## config.mk

```make
export PLATFORM = sky130hd
export DESIGN_NAME = bfdbm_ram
export DESIGN_NICKNAME = d
export VERILOG_FILES = /design/src/hdl/bfdbm_ram.sv
export SDC_FILE = /design/constraint.sdc
export NUM_CORES = 1
export LEC_CHECK = 0
export BUFFER_PORTS_ARGS = -buffer_cell sky130_fd_sc_hd__buf_2
export CAP_MARGIN = 20
export CORE_MARGIN = 2
export CORE_UTILIZATION = 51
export CTS_BUF_LIST = sky130_fd_sc_hd__clkbuf_16
export DETAILED_ROUTE_END_ITERATION = 6
export HOLD_SLACK_MARGIN = 0.15
export MAX_ROUTING_LAYER = met4
export PLACE_DENSITY = 0.71
export SKIP_LAST_GASP = 1
export SYNTH_ARGS = -nofsm -noshare
export SYNTH_HDL_FRONTEND = slang
export SYNTH_SLANG_ARGS = --single-unit
```

## constraint.sdc

```tcl
create_clock -name clk_i -period 1.5 [get_ports clk_i]
set_input_delay 0 -clock clk_i [delete_from_list [all_inputs] [get_ports clk_i]]
set_output_delay 0 -clock clk_i [all_outputs]
set_load 0.05 [all_outputs]
```

## src/hdl/bfdbm_ram.sv

```systemverilog
// generic simple dual port ram: one write port, one read port, registered read
// no dependencies
module bfdbm_ram #(
  parameter int unsigned WIDTH = 8,
  parameter int unsigned DEPTH = 16
) (
  input  logic                     clk_i,
  input  logic                     we_i,
  input  logic [$clog2(DEPTH)-1:0] waddr_i,
  input  logic [WIDTH-1:0]         wdata_i,
  input  logic                     re_i,
  input  logic [$clog2(DEPTH)-1:0] raddr_i,
  output logic [WIDTH-1:0]         rdata_o
);

  logic [WIDTH-1:0] mem_q [DEPTH];
  logic [WIDTH-1:0] rdata_q;

  always_ff @(posedge clk_i) begin
    if (we_i) begin
      mem_q[waddr_i] <= wdata_i;
    end
    if (re_i) begin
      rdata_q <= mem_q[raddr_i];
    end
  end

  assign rdata_o = rdata_q;

endmodule

```

==> results by group <==
Status
  • Status: complete, no violations

Synthesis
  • Netlist cell types: 18
  • Syn Std Cell Area: 5230 um^2
  • Largest cells by area after synthesis: edfxtp_1 (78%), mux4_2 (7.8%), mux4_1 (7.0%)
  • Synth area leader: edfxtp_1
  • Yosys reg bits: 136
  • Syn_nets: 248
  • Synthesized area per cell: 22.8 um^2
  • Yosys top cell area share: 0.781
  • Yosys warns: 0
  • Mapped Cells: 229
  • Sequential fraction of the synthesis area: 0.781

Critical path
  • Worst setup EP type: flip-flop
  • CP cell instances: mux4_2, a22oi_2, nand2_1
  • WS Path Type: reg -> reg
  • CP Launch Type: flip-flop
  • CP max-delay cell: mux4_2
  • Critical Path Fanout Max: 1
  • WP data arrival: approximately 1.6 ns
  • CP Depth: 3
  • CP delay by family, top: multiplexers
  • Required time worst endpoint: 1.64 ns
  • Slowest stage delay, CP: about 0.5 ns
  • Buf+Inv Stages, Crit Path: 0
  • Worst reg2reg path depth: 3

Floorplan
  • Initial Util: 0.530
  • Die width: between 100 and 150 um
  • I/O pin cnt: 27
  • Core area: 9860 um^2
  • Num rows: 36
  • Die area: about 11000 um^2
  • Die H: 105 um

Detailed routing
  • # DRC: 0
  • Routed WL: 10200 um
  • Initial DRC count: 158
  • Drt pass-1 iters: 5
  • Vias per Instance: ~5.7
  • WL/cell: approximately 23 um
  • Via count: between 2000 and 3000
  • Post-route ant nets: 0

Clock tree
  • CTS tree: built
  • Postcts setup bufs: 0
  • Clock latency on the worst-skew pair: 0.40 ns
  • # H-tree levels: 4
  • Cts bufs inserted: 17
  • Worst-path clk slew: 0.05 ns
  • Clk sink count: ~140
  • Clock Root Buffer: clkbuf_16
  • Clock Tree Buf Depth: 2

Power
  • Switching Power: 0.00172 W
  • Internal power: 0.00721 W
  • Sw Ratio: 0.193
  • Sequential power share: 0.483
  • Gate power share: 0.055
  • Clock Power Share: 0.462
  • Maximum vdd ir drop: approximately 0.00080 V
  • Leakage power: 2.20 nW
  • PwrDens: 1400 nW/um^2

Timing
  • Max Clk Rate: between 0.6 and 0.7 GHz
  • Final Setup Violations: 0
  • Slew Limit Headroom: 0.443
  • Final hold slack: 0.164 ns
  • Slew @ Worst Pin: roughly 0.83 ns
  • Final period util: 0.983
  • Final slew viol count: 0
  • Final Hold Fails: 0
  • RSZ-0062 raised after global routing: true
  • Final setup margin: 0.0249 ns
  • Minimum clock period: 1.48 ns
  • Layout Skew: just under 0.006 ns

Final layout
  • ANT cells: 0
  • Fin cells: 443
  • Share of layout cells above drive strength 1: 0.332
  • Post-layout net count: 316
  • Synth-to-Final Area Change: 21.8%
  • Finished Cell Area: roughly 6400 um^2
  • Fill cells: 639

Global routing
  • Largest net degree at the start of global routing: 17
  • Global-route wire length before repair: 15800 um
  • Initial antenna violation count: 0
  • Total gr overflow: 0
  • Overall global routing resource usage: 0.209
  • Vias in the first global route: 2678

Place
  • I/O Buffers: 26
  • DP Worst Slack: -0.0810 ns
  • RePlAce Congestion: 0.762
  • Hpwl dp: about 6500 um
  • Placed Instances: 402
  • DP Area: 5660 um^2

Min path
  • Hold Path Class: in -> reg
  • Hold Path Depth: 3

Run
  • Maxcap violations: 0
[worst reg2reg max path, cell delays in order, from the launching register on]
cell      delay [ns]
edfxtp_1        0.36
mux4_2          0.51
a22oi_2         0.25
nand2_1         0.10
[final cells by class]
| cell class | count | area (um^2) | share of cell area |
|---|---|---|---|
| well taps | 133 | 166 | 0.0261 |
| clock inverters | 15 | 169 | 0.0265 |
| repair buffers | 59 | 438 | 0.0688 |
| multi-input cells | 83 | 1080 | 0.170 |
| clock buffers | 17 | 425 | 0.0668 |
| flip-flops and latches | 136 | 4080 | 0.642 |
[registers in the layout, summed over array words and instances (netlist names)]
signal / cells
mem_q: 128
rdata_o: 8
[timing repair]
action,CTS,global route
hold endpoints to repair,136,0
setup endpoints to repair,1,5
pin swaps,0,0
resized for setup,2,5
hold buffers,9,0
[power by group through the flow]
| stage | Sequential [W] | Clock (W) | Combinational, W |
|---|---|---|---|
| 2_1_floorplan | 0.00444 | 0 | 0.000216 |
| 3_3_place_gp | 0.00438 | 0 | 0.000458 |
| 3_5_place_dp | 0.00439 | 0 | 0.000467 |
| 4_1_cts | 0.00431 | 0.00419 | 0.000492 |
| 5_1_grt | 0.00432 | 0.00434 | 0.000531 |
| 6_report | 0.00431 | 0.00413 | 0.000493 |
[worst paths after layout]
kind                from     endpoint  slack, ns
max          mem_q[3][5]   rdata_o[5]       0.02
min           waddr_i[0]  mem_q[8][5]       0.16
max reg2reg  mem_q[3][5]   rdata_o[5]       0.02
min reg2reg  mem_q[7][1]   rdata_o[1]       0.76
[synthesized netlist by cell type]
library cell       n
buf_4              1
nand3b_1           2
a22oi_1           16
and2b_1            1
nor3_1             4
buf_2              3
edfxtp_1         136
nand2_1            9
clkdlybuf4s25_2    3
mux4_1            14
nor2b_1            1
buf_6              3
nand3_1            1
mux4_2            18
nand2b_1           2
nor2_1            13
and2_1             1
or3b_2             1
[kinds of logic after synthesis]
logic type	after synthesis	synth area share
compound gates	16	0.0230
simple gates	35	0.0314
mux	32	0.148
flops	136	0.781
buf+inv	10	0.0165
[per-stage QoR]
step / TNS, ns / util / power (W)
after floorplan: 0 / - / 0.00466
after global placement: -0.133 / 0.573 / 0.00484
after detailed placement: -0.205 / 0.573 / 0.00486
after CTS: 0 / 0.643 / 0.00899
after global routing: -0.00170 / 0.645 / 0.00919
final: 0 / 0.645 / 0.00893
[metal layers]
metal  global-route usage  up-vias  share of wire
li1                     -     1122              -
met1                0.276     1300           0.40
met2                0.328      102           0.52
met3               0.0458        9          0.068
met4               0.0752        0          0.012
met5                    -        -              0
[cell usage in the layout (no fill, tap or decap)]
cell type | synthesis | layout
a22oi_1 | 16 | 10
or3b_2 | 1 | 1
mux4_2 | 18 | 19
nor3_1 | 4 | 4
clkinv_2 | 0 | 6
nand2_1 | 9 | 9
clkbuf_16 | 0 | 17
buf_4 | 1 | 21
buf_2 | 3 | 26
mux4_1 | 14 | 13
clkinv_1 | 0 | 1
dlygate4sd3_1 | 0 | 9
and2_1 | 1 | 1
edfxtp_1 | 136 | 136
a22oi_2 | 0 | 6
nor2_1 | 13 | 13
bufinv_16 | 0 | 4
inv_1 | 0 | 4
nand3b_1 | 2 | 2
and2b_1 | 1 | 1
buf_12 | 0 | 3
nor2b_1 | 1 | 1
nand3_1 | 1 | 1
nand2b_1 | 2 | 2
(Power assumes the default switching activity.)
